File: src/hdl/lpdc_pkg.sv
package lpdc_pkg;

   localparam logic [15:0] START_WORD   = 16'hFF5A;
   localparam logic [15:0] HEADER_BYTES = 16'd9;
   localparam logic [15:0] INDEX_MAX    = 16'hFFFF;

   // byte positions inside the header
   localparam logic [15:0] POS_START_HI = 16'd0;
   localparam logic [15:0] POS_START_LO = 16'd1;
   localparam logic [15:0] POS_LEN_HI   = 16'd2;
   localparam logic [15:0] POS_LEN_LO   = 16'd3;
   localparam logic [15:0] POS_CONTROL  = 16'd4;
   localparam logic [15:0] POS_SEQUENCE = 16'd5;
   localparam logic [15:0] POS_ACK      = 16'd6;
   localparam logic [15:0] POS_SESSION  = 16'd7;

   typedef enum logic [2:0] {
      STATUS_OK          = 3'd0,
      STATUS_TOO_SHORT   = 3'd1,
      STATUS_BAD_START   = 3'd2,
      STATUS_HEADER_SUM  = 3'd3,
      STATUS_LEN_MISMATCH = 3'd4,
      STATUS_PAYLOAD_SUM = 3'd5
   } status_type;

   typedef struct packed {
      logic        end_of_packet;
      logic [7:0]  payload_data;
      status_type  status;
      logic [15:0] packet_length;
      logic [7:0]  control_bits;
      logic [7:0]  sequence_number;
      logic [7:0]  ack_number;
      logic [7:0]  session_number;
   } result_type;

endpackage

File: src/hdl/link_packet_deframer_checksum_top.sv
// a result is registered in the output register before it shows on rsp_valid,
// and waits in the skid stage first while the output is held off
// throughput: one byte per cycle while ready is high; at most one payload byte
// or status per request; ready drops only while both output stages are full
// reset: synchronous active-high, clears the byte counter, sums and header fields
// and empties both output stages
module link_packet_deframer_checksum_top
   import lpdc_pkg::*;
(
   input  logic        clock,
   input  logic        reset,
   input  logic        req_valid,
   output logic        req_ready,
   input  logic [7:0]  req_data_byte,
   input  logic        req_final_byte,
   output logic        rsp_valid,
   input  logic        rsp_ready,
   output logic        rsp_end_of_packet,
   output logic [7:0]  rsp_payload_data,
   output logic [2:0]  rsp_status,
   output logic [15:0] rsp_packet_length,
   output logic [7:0]  rsp_control_bits,
   output logic [7:0]  rsp_sequence_number,
   output logic [7:0]  rsp_ack_number,
   output logic [7:0]  rsp_session_number
);

   logic       accept;
   logic       result_valid;
   result_type result;
   result_type out_data;

   assign accept = req_valid && req_ready;

   lpdc_parser u_parser (
      .clock        (clock),
      .reset        (reset),
      .accept       (accept),
      .data_byte    (req_data_byte),
      .final_byte   (req_final_byte),
      .result_valid (result_valid),
      .result       (result)
   );

   lpdc_out_buf u_out_buf (
      .clock      (clock),
      .reset      (reset),
      .push       (result_valid),
      .push_data  (result),
      .can_accept (req_ready),
      .out_valid  (rsp_valid),
      .out_ready  (rsp_ready),
      .out_data   (out_data)
   );

   assign rsp_end_of_packet   = out_data.end_of_packet;
   assign rsp_payload_data    = out_data.payload_data;
   assign rsp_status          = out_data.status;
   assign rsp_packet_length   = out_data.packet_length;
   assign rsp_control_bits    = out_data.control_bits;
   assign rsp_sequence_number = out_data.sequence_number;
   assign rsp_ack_number      = out_data.ack_number;
   assign rsp_session_number  = out_data.session_number;

endmodule

File: src/hdl/lpdc_parser.sv
module lpdc_parser
   import lpdc_pkg::*;
(
   input  logic       clock,
   input  logic       reset,
   input  logic       accept,
   input  logic [7:0] data_byte,
   input  logic       final_byte,
   output logic       result_valid,
   output result_type result
);

   logic [15:0] byte_index_ff, byte_index_in;
   logic [7:0]  header_sum_ff, header_sum_in;
   logic [7:0]  payload_sum_ff, payload_sum_in;
   logic        start_ok_ff, start_ok_in;
   logic [15:0] length_ff, length_in;
   logic [7:0]  control_ff, control_in;
   logic [7:0]  sequence_ff, sequence_in;
   logic [7:0]  ack_ff, ack_in;
   logic [7:0]  session_ff, session_in;

   logic        in_header;
   logic        stream;
   logic [16:0] total;
   status_type  status;

   // header and payload updates for the byte at hand
   always_comb begin
      header_sum_in  = header_sum_ff;
      payload_sum_in = payload_sum_ff;
      start_ok_in    = start_ok_ff;
      length_in      = length_ff;
      control_in     = control_ff;
      sequence_in    = sequence_ff;
      ack_in         = ack_ff;
      session_in     = session_ff;
      in_header      = byte_index_ff < HEADER_BYTES;
      if (in_header) begin
         header_sum_in = header_sum_ff + data_byte;
         case (byte_index_ff)
            POS_START_HI: if (data_byte != START_WORD[15:8]) start_ok_in = 1'b0;
            POS_START_LO: if (data_byte != START_WORD[7:0]) start_ok_in = 1'b0;
            POS_LEN_HI:   length_in = {data_byte, length_ff[7:0]};
            POS_LEN_LO:   length_in = {length_ff[15:8], data_byte};
            POS_CONTROL:  control_in = data_byte;
            POS_SEQUENCE: sequence_in = data_byte;
            POS_ACK:      ack_in = data_byte;
            POS_SESSION:  session_in = data_byte;
            default: ;
         endcase
      end else begin
         payload_sum_in = payload_sum_ff + data_byte;
      end
   end

   // a saturated index gives a total no length field can reach
   assign total  = {1'b0, byte_index_ff} + 17'd1;
   assign stream = !in_header && (length_ff > HEADER_BYTES)
                   && (({1'b0, byte_index_ff} + 17'd2) <= {1'b0, length_ff});

   always_comb begin
      if (total < {1'b0, HEADER_BYTES})
         status = STATUS_TOO_SHORT;
      else if (!start_ok_in)
         status = STATUS_BAD_START;
      else if (header_sum_in != 8'd0)
         status = STATUS_HEADER_SUM;
      else if ({1'b0, length_in} != total)
         status = STATUS_LEN_MISMATCH;
      else if ((length_in > HEADER_BYTES) && (payload_sum_in != 8'd0))
         status = STATUS_PAYLOAD_SUM;
      else
         status = STATUS_OK;
   end

   always_comb begin
      result_valid = accept && (final_byte || stream);
      if (final_byte) begin
         result.end_of_packet   = 1'b1;
         result.payload_data    = 8'd0;
         result.status          = status;
         result.packet_length   = length_in;
         result.control_bits    = control_in;
         result.sequence_number = sequence_in;
         result.ack_number      = ack_in;
         result.session_number  = session_in;
      end else begin
         result.end_of_packet   = 1'b0;
         result.payload_data    = data_byte;
         result.status          = STATUS_OK;
         result.packet_length   = 16'd0;
         result.control_bits    = 8'd0;
         result.sequence_number = 8'd0;
         result.ack_number      = 8'd0;
         result.session_number  = 8'd0;
      end
   end

   assign byte_index_in = (byte_index_ff == INDEX_MAX) ? byte_index_ff
                          : byte_index_ff + 16'd1;

   always_ff @(posedge clock) begin
      if (reset || (accept && final_byte)) begin
         byte_index_ff  <= '0;
         header_sum_ff  <= '0;
         payload_sum_ff <= '0;
         start_ok_ff    <= 1'b1;
         length_ff      <= '0;
         control_ff     <= '0;
         sequence_ff    <= '0;
         ack_ff         <= '0;
         session_ff     <= '0;
      end else if (accept) begin
         byte_index_ff  <= byte_index_in;
         header_sum_ff  <= header_sum_in;
         payload_sum_ff <= payload_sum_in;
         start_ok_ff    <= start_ok_in;
         length_ff      <= length_in;
         control_ff     <= control_in;
         sequence_ff    <= sequence_in;
         ack_ff         <= ack_in;
         session_ff     <= session_in;
      end
   end

endmodule

File: src/hdl/lpdc_out_buf.sv
module lpdc_out_buf
   import lpdc_pkg::*;
(
   input  logic       clock,
   input  logic       reset,
   input  logic       push,
   input  result_type push_data,
   output logic       can_accept,
   output logic       out_valid,
   input  logic       out_ready,
   output result_type out_data
);

   logic       out_valid_ff;
   result_type out_data_ff;
   logic       skid_valid_ff;
   result_type skid_data_ff;

   // skid stage catches a result arriving while the output is stalled
   assign can_accept = !skid_valid_ff;
   assign out_valid  = out_valid_ff;
   assign out_data   = out_data_ff;

   always_ff @(posedge clock) begin
      if (reset) begin
         out_valid_ff  <= 1'b0;
         skid_valid_ff <= 1'b0;
      end else if (out_valid_ff && out_ready) begin
         if (skid_valid_ff) begin
            out_data_ff   <= skid_data_ff;
            skid_valid_ff <= 1'b0;
         end else if (push) begin
            out_data_ff <= push_data;
         end else begin
            out_valid_ff <= 1'b0;
         end
      end else if (!out_valid_ff) begin
         if (push) begin
            out_valid_ff <= 1'b1;
            out_data_ff  <= push_data;
         end
      end else if (push) begin
         skid_valid_ff <= 1'b1;
         skid_data_ff  <= push_data;
      end
   end

endmodule

File: config.mk
export PLATFORM = sky130hd
export DESIGN_NAME = link_packet_deframer_checksum_top
export DESIGN_NICKNAME = d
export VERILOG_FILES = /design/src/hdl/lpdc_pkg.sv /design/src/hdl/link_packet_deframer_checksum_top.sv /design/src/hdl/lpdc_parser.sv /design/src/hdl/lpdc_out_buf.sv
export SDC_FILE = /design/constraint.sdc
export NUM_CORES = 1
export LEC_CHECK = 0
export BUFFER_PORTS_ARGS = -buffer_cell sky130_fd_sc_hd__buf_2
export CORE_MARGIN = 10
export CORE_UTILIZATION = 46
export DETAILED_ROUTE_END_ITERATION = 16
export HOLD_SLACK_MARGIN = 0.05
export PLACE_DENSITY_LB_ADDON = 0.05
export SETUP_SLACK_MARGIN = 0.15
export SLEW_MARGIN = 10
export SYNTH_ARGS = -nofsm -noshare
export SYNTH_HDL_FRONTEND = slang
export SYNTH_SLANG_ARGS = --single-unit
File: constraint.sdc
create_clock -name clock -period 11.1 [get_ports clock]
set_clock_uncertainty 0.05 [all_clocks]
set_input_delay 1.665 -clock clock [delete_from_list [all_inputs] [get_ports clock]]
set_output_delay 1.665 -clock clock [all_outputs]
set_load 0.01 [all_outputs]
==> impl_results.md, run 1 <==
- Status: completed
- Final Util: 52.5%
- Final period utilization: 43.4%
- Slew margin rel.: 19.9%
- Area of the die: 31200 sq um
- Area of the multi-input gates: 5610 sq um
- Power per cell area: 150 nW/um^2
- Total Power: 1.92 mW
- TritonCTS Sinks: 203
- Worst-path clk slew: 0.06 ns
- Seq pwr share: 44.2%
- Final ANT Viol Nets: 0
- Gate Count Post-Synth: 1221
- # Post-CTS Setup Buffers: 0
- Total Wirelength: 30.7 mm
- Finished layout cell area: 12700 sq um
- P_int: 1.46 mW
- Worst Path Arrival: 5.03 ns
- DRC violations left: 0
- Layout area overhead: 12.8%
- Peak supply drop: 0.110 mV
- DPL Wire Length: 20.7 mm
- Ratio of cells with drive above 1 in the final layout: 12.0%
- Max-slew violation count: 0
- EDFF count, synth: 120
- Max-Cap Viols: 0
- Vias: 9055
- Max stage delay on crit path: 0.79 ns
- Antenna violations before repair: 0
- Seq cells post-synth: 203
- Transition time at the pin with the least slew margin: 1.19 ns
- Post-Layout Cell Count: 1593
- Largest net degree at the start of global routing: 110
- Mapped Nets: 1272
- Global route overflow: 0
- Fin worst setup slack: 6.28 ns
- CP required: 11.31 ns
- Mean Syn Cell Area: 9.26 sq um
- Synth Flop Type: edfxtp_1
- Reg-to-reg endpoint: u_out_buf.out_data[50]
- Crit path cell chain: and4_1, nand4_1, nor2_1, xor2_1, ha_1, nand4_1, nor2_1, nand4_1, o211ai_1, o21ai_1, and2_4, buf_4, inv_1, o2111ai_1, a21oi_1
- Sw frac: 24.1%
- Critical Path Fanout Max: 41
- Sw power: 0.462 mW
- Post-route minimum period: 4.82 ns
- Port buffer count: 74
- # IOs: 75
- Setup TNS: 0 ns
- Met1 usage: 29.2%
- CP Launch Point: u_parser.byte_index_ff[3]
- Setup violators final: 0
- Clock power share: 45.9%
- Final Wtd Congestion: 0.890
- Leakage: 4.70 nW
- R2R setup slack: 6.28 ns
- Number of vias per cell: 5.68
- FILL cells: 2260
- Hold-fix buffers at CTS: 0
- H-tree Lvls: 1
- DIE HEIGHT: 177 microns
- First-pass GRT wire length: 48.9 mm
- Initial Utilization: 46.6%
- Clk_lat worst skew: 0.52 ns
- WS Path Type: flip-flop to flip-flop
- Cell mode on critical path: nand4_1
- Logic pwr share: 9.9%
- Antenna cells: 0
- Hold slack final: 0.399 ns
- RSZ-0062 raised after global routing: no
- Sequential cell area: 5270 sq um
- Worst setup EP type: flip-flop
- Most Crowded Layer GR: met1
- CTS tree: done
- DP Worst Slack: 5.96 ns
- DR iter-0 viols: 673
- Ys async rst share: 0%
- Final-stage net count: 1302
- Core footprint: 24200 sq um
- Sequential element share of the synthesized area: 46.6%
- Placement Rows: 57
- Ys Warns: 0
- Root buffer cell: clkbuf_16
- Num CTS Buffers: 24
- GRT Total Usage: 19.3%
- Met2 usage: 27.9%
- WL/cell: 19.3 microns
- Post-DP Area: 11900 sq um
- Final Hold Viols: 0
- Met3 Use GR: 3.37%
- Mapped Area: 11300 sq um
- Fmax achieved: 208 MHz
- Worst path slowest cell: dfxtp_1
- Synth unique cells: 65
- Die W: 177 microns
- Vias in the first global route: 8398
- Crit path to: u_out_buf.out_data[50]
- First-pass iteration count of the detailed router: 5
- Inst Count DP: 1549
- Critical Path Start Type: flip-flop
- Clk buf depth: 3
- Post-cts sizing count: 0
- FF-to-FF Start: u_parser.byte_index_ff[3]
- Hold/Removal Path Class: flip-flop to flip-flop
- FF-to-FF path depth: 15
-- cell usage in the layout (no fill, tap or decap), types with 20 or more instances in the layout --
| cell type | netlist | final |
|---|---|---|
| nand2_1 | 228 | 228 |
| edfxtp_1 | 120 | 120 |
| nor2_1 | 86 | 86 |
| dfxtp_1 | 83 | 83 |
| buf_2 | 13 | 74 |
| a21oi_1 | 70 | 69 |
| o21ai_1 | 52 | 52 |
| mux2i_1 | 51 | 51 |
| xnor2_1 | 40 | 40 |
| inv_1 | 38 | 38 |
| ha_1 | 36 | 36 |
| nor2b_1 | 30 | 29 |
| o21ai_0 | 27 | 27 |
| a21boi_1 | 25 | 25 |
| clkbuf_16 | 0 | 25 |
| nand3_1 | 24 | 24 |
| a211oi_1 | 24 | 24 |
| nand4_1 | 22 | 22 |
| xor2_1 | 22 | 22 |
| nor3_1 | 20 | 20 |
-- sequential cells by signal (all words and copies together), names as in the netlist, 16 cells and up --
| register | cells |
|---|---|
| u_out_buf.out_data | 60 |
| u_out_buf.skid_data_ff | 60 |
| u_parser.byte_index_ff | 16 |
| u_parser.length_ff | 16 |
-- final cells by class --
type                    instances  area share [%]
inverters                      38            1.12
multi-input cells             902            44.0
clock buffers                  28            5.08
flip-flops and latches        203            41.3
repair buffers                 82            3.38
clock inverters                16            1.91
well taps                     324            3.18
-- synth_stat cells, types with 30 or more instances --
master,instances,area share (%)
a21oi_1,70,3.1
clkbuf_1,58,1.9
dfxtp_1,83,15
edfxtp_1,120,32
ha_1,36,4.0
inv_1,38,1.3
mux2i_1,51,4.5
nand2_1,228,7.6
nor2_1,86,2.9
nor2b_1,30,1.7
o21ai_1,52,2.3
xnor2_1,40,3.1
-- worst max-delay path: cells and delay by family, from the launching register on --
| kind | cells | cell delay, ns |
|---|---|---|
| AND/OR/NAND/NOR | 7 | 1.74 |
| buffers and inverters | 2 | 0.84 |
| flip-flops | 1 | 0.79 |
| AO/OA/AOI/OAI | 4 | 0.67 |
| adder cells (fa/ha/maj) | 1 | 0.27 |
| XOR/XNOR | 1 | 0.18 |
-- how the worst min path moves through the flow --
stage | slack (ns) | start | end | depth (start not counted)
5_1_grt | 0.41 | u_parser.session_ff[5] | u_parser.session_ff[5] | 2
2_1_floorplan | 0.38 | u_parser.ack_ff[0] | u_parser.ack_ff[0] | 2
3_3_place_gp | 0.39 | u_parser.control_ff[7] | u_parser.control_ff[7] | 2
4_1_cts | 0.40 | u_parser.control_ff[7] | u_parser.control_ff[7] | 2
6_report | 0.40 | u_parser.sequence_ff[4] | u_parser.sequence_ff[4] | 2
3_5_place_dp | 0.39 | u_parser.sequence_ff[0] | u_parser.sequence_ff[0] | 2
-- kinds of logic after synthesis --
family / Yosys count / synth area share, %
buffers and inverters: 116 / 4.10
and+or+nand+nor: 486 / 20.8
muxes: 53 / 4.72
AOI/OAI and AO/OA: 263 / 14.6
adders and majority gates: 38 / 4.34
DFF: 203 / 46.6
xor gates and xnor gates: 62 / 4.81
-- metal layers --
layer | vias up | wire [microns]
met3 | 47 | 2300
met4 | 0 | 521
met5 | - | 0
met1 | 4304 | 14900
met2 | 289 | 13000
li1 | 4415 | -
-- power by group through the flow --
stage,registers (mW),logic (mW),clock network [mW]
floorplan,0.867,0.118,0
global placement,0.863,0.188,0
detailed placement,0.863,0.190,0
CTS,0.847,0.191,0.897
global route,0.850,0.210,0.927
finish,0.847,0.190,0.880
Note: power is estimated with default switching activity, not from simulation.
==> run 2: changes to the inputs <==
Clock period 11.1 ns to 4.1 ns, I/O delays scaled along.
==> run 2 against run 1 <==
Effect of this change:
- flip-flop and latch count stayed put
- maximum frequency grew 30%
- critical endpoint is now u_out_buf.skid_data_ff[16]
- largest power group is now sequential cells
- combinational power rose to 2.9 times the previous value
- non-clock buffer count is 43 higher
- count of clock-buffer cells in the layout down 1
- final cell count rose by 2.6%
==> impl_results.md, run 2 (synthesis gave the netlist of run 1 again) <==
- Fmax achieved: 271 MHz (+30%)
- Hold-fix buffers at CTS: 0 (unchanged)
- Post-Layout Cell Count: 1634 (+2.6%)
- Final Wtd Congestion: 0.907 (+1.9%)
- Crit path to: u_out_buf.skid_data_ff[16]
- Max-Cap Viols: 0 (unchanged)
- Placement Rows: 57 (unchanged)
- CP Buf/Inv Count: 3 (+1)
- Worst setup EP type: flip-flop
- Global route overflow: 0 (unchanged)
- Crit path cell chain: and4_2, nand4_1, buf_4, xnor2_1, ha_1, nand4_1, nor2_1, nand4_1, a211oi_1, o21ai_1, and2_4, nor4b_4, buf_4, clkbuf_16
- Antenna cells: 0 (unchanged)
- Clk buf depth: 3 (unchanged)
- Setup violators final: 0 (unchanged)
- DIE HEIGHT: 177 microns (unchanged)
- FF-to-FF Start: u_parser.byte_index_ff[6]
- H-tree Lvls: 1 (unchanged)
- Post-DP Area: 12200 sq um (+2.6%)
- Hold slack final: 0.345 ns (-0.0543 ns)
- Clk_lat worst skew: 0.52 ns (about the same)
- Worst-path clk slew: 0.06 ns (about the same)
- Final Hold Viols: 0 (unchanged)
- Final Util: 53.7% (+1.1 points)
- Initial Utilization: 46.6% (unchanged)
- Sw power: 1.24 mW (+170%)
- Max-slew violation count: 0 (unchanged)
- Layout area overhead: 15.2%
- Ratio of cells with drive above 1 in the final layout: 15.0% (+3.0 points)
- Port buffer count: 74 (unchanged)
- Max stage delay on crit path: 0.45 ns (-0.34 ns)
- # IOs: 75 (unchanged)
- RSZ-0062 raised after global routing: no
- Most frequent cells in the layout: nand2_1, edfxtp_1, nor2_1
- Die W: 177 microns (unchanged)
- Finished layout cell area: 13000 sq um (+2.2%)
- Fin worst setup slack: 0.408 ns (-5.87 ns)
- Worst path slowest cell: dfxtp_2
- Hold/Removal Path Class: input pin to flip-flop
- Transition time at the pin with the least slew margin: 0.770 ns (-0.421 ns)
- Final period utilization: 90.0% (+47 points)
- GRT Total Usage: 19.5% (+0.18 points)
- Largest net degree at the start of global routing: 62 (-44%)
- DP Worst Slack: 0.300 ns (-5.66 ns)
- Slew margin rel.: 48.5% (+29 points)
- Antenna violations before repair: 0 (unchanged)
- Total Power: 4.95 mW (+160%)
- Worst Path Arrival: 3.86 ns (-1.17 ns)
- Status: completed
- Vias in the first global route: 8850 (+5.4%)
- Post-route minimum period: 3.69 ns (-1.13 ns)
- CP Launch Point: u_parser.byte_index_ff[6]
- WS Path Type: flip-flop to flip-flop
- Sw frac: 25.0% (+0.92 points)
- CTS tree: done
- Final ANT Viol Nets: 0 (unchanged)
- Vias: 9228 (+1.9%)
- Logic pwr share: 11.0% (+1.1 points)
- First-pass iteration count of the detailed router: 5 (unchanged)
- WL/cell: 19.2 microns (-0.65%)
- Sequential cell area: 5270 sq um (about the same)
- TritonCTS Sinks: 203 (unchanged)
- Commonest non-fill, non-tap cell in the layout: nand2_1
- Number of vias per cell: 5.65 (-0.65%)
- Leakage: 4.86 nW (+3.4%)
- Critical Path Fanout Max: 22 (-46%)
- Power per cell area: 380 nW/um^2 (+150%)
- Critical Path Start Type: flip-flop
- CP required: 4.27 ns (-7.04 ns)
- FILL cells: 2281 (+0.93%)
- Inst Count DP: 1583 (+2.2%)
- Seq pwr share: 46.3% (+2.1 points)
- Num CTS Buffers: 23 (-4.2%)
- Area of the die: 31200 sq um (unchanged)
- Reg-to-reg endpoint: u_out_buf.skid_data_ff[16]
- Clock power share: 42.8% (-3.1 points)
- FF-to-FF path depth: 14 (-1)
- Final-stage net count: 1344 (+3.2%)
- DPL Wire Length: 21.5 mm (+4.0%)
- Core footprint: 24200 sq um (unchanged)
- Critical path's top delay family: simple AND/OR/NAND/NOR gates
- R2R setup slack: 0.41 ns (-5.87 ns)
- DR iter-0 viols: 765 (+14%)
- Total Wirelength: 31.3 mm (+1.9%)
- Area of the multi-input gates: 5620 sq um (+0.22%)
- Setup TNS: 0 ns (unchanged)
- P_int: 3.71 mW (+150%)
- Peak supply drop: 0.215 mV (+95%)
- First-pass GRT wire length: 49.9 mm (+2.0%)
- DRC violations left: 0 (unchanged)
- Crit path depth: 14 (-1)
- Root buffer cell: clkbuf_16
- Cell mode on critical path: nand4_1
run 2: cell types whose count changed in the layout (fill, tap and decap cells not counted), sizes merged:
cell,change
buf,+42
bufinv,-3
clkinv,-3
clkinvlp,+3
inv,+2
run 2: worst min path at each step:
stage | slack (ns) | cells after the start | startpoint | to
final | 0.35 | 2 | rsp_ready | u_out_buf.skid_valid_ff
after CTS | 0.33 | 2 | rsp_ready | u_out_buf.skid_valid_ff
after floorplan | 0.38 | 2 | u_parser.ack_ff[0] | u_parser.ack_ff[0]
after detailed placement | 0.40 | 2 | u_parser.ack_ff[4] | u_parser.ack_ff[4]
after global routing | 0.34 | 2 | rsp_ready | u_out_buf.skid_valid_ff
after global placement | 0.39 | 2 | u_parser.session_ff[5] | u_parser.session_ff[5]
run 2: final cells by class:
type                    instances  area share, %
clock buffers                  27           4.69
clock inverters                15           1.23
inverters                      38           1.10
multi-input cells             902           43.2
flip-flops and latches        203           40.5
well taps                     324           3.11
repair buffers                125           6.20
run 2: what timing repair did:
| action | CTS | global route |
|---|---|---|
| resized for setup | 0 | 7 |
| buffers inserted | 0 | 8 |
| endpoints found under the setup margin | 0 | 79 |
run 2: power by group through the flow:
stage / clock (mW) / combinational, mW / sequential (mW)
floorplan: 0 / 0.321 / 2.34
global placement: 0 / 0.535 / 2.33
detailed placement: 0 / 0.541 / 2.33
CTS: 2.16 / 0.542 / 2.29
global route: 2.24 / 0.599 / 2.30
finish: 2.12 / 0.542 / 2.29
run 2: per-layer routing:
metal	vias to the layer above	routed length (microns)	GRT usage, %
met5	-	0	0
met4	0	497	4.45
met3	44	1840	3.05
met2	239	13500	29.6
met1	4439	15500	28.4
li1	4506	-	-
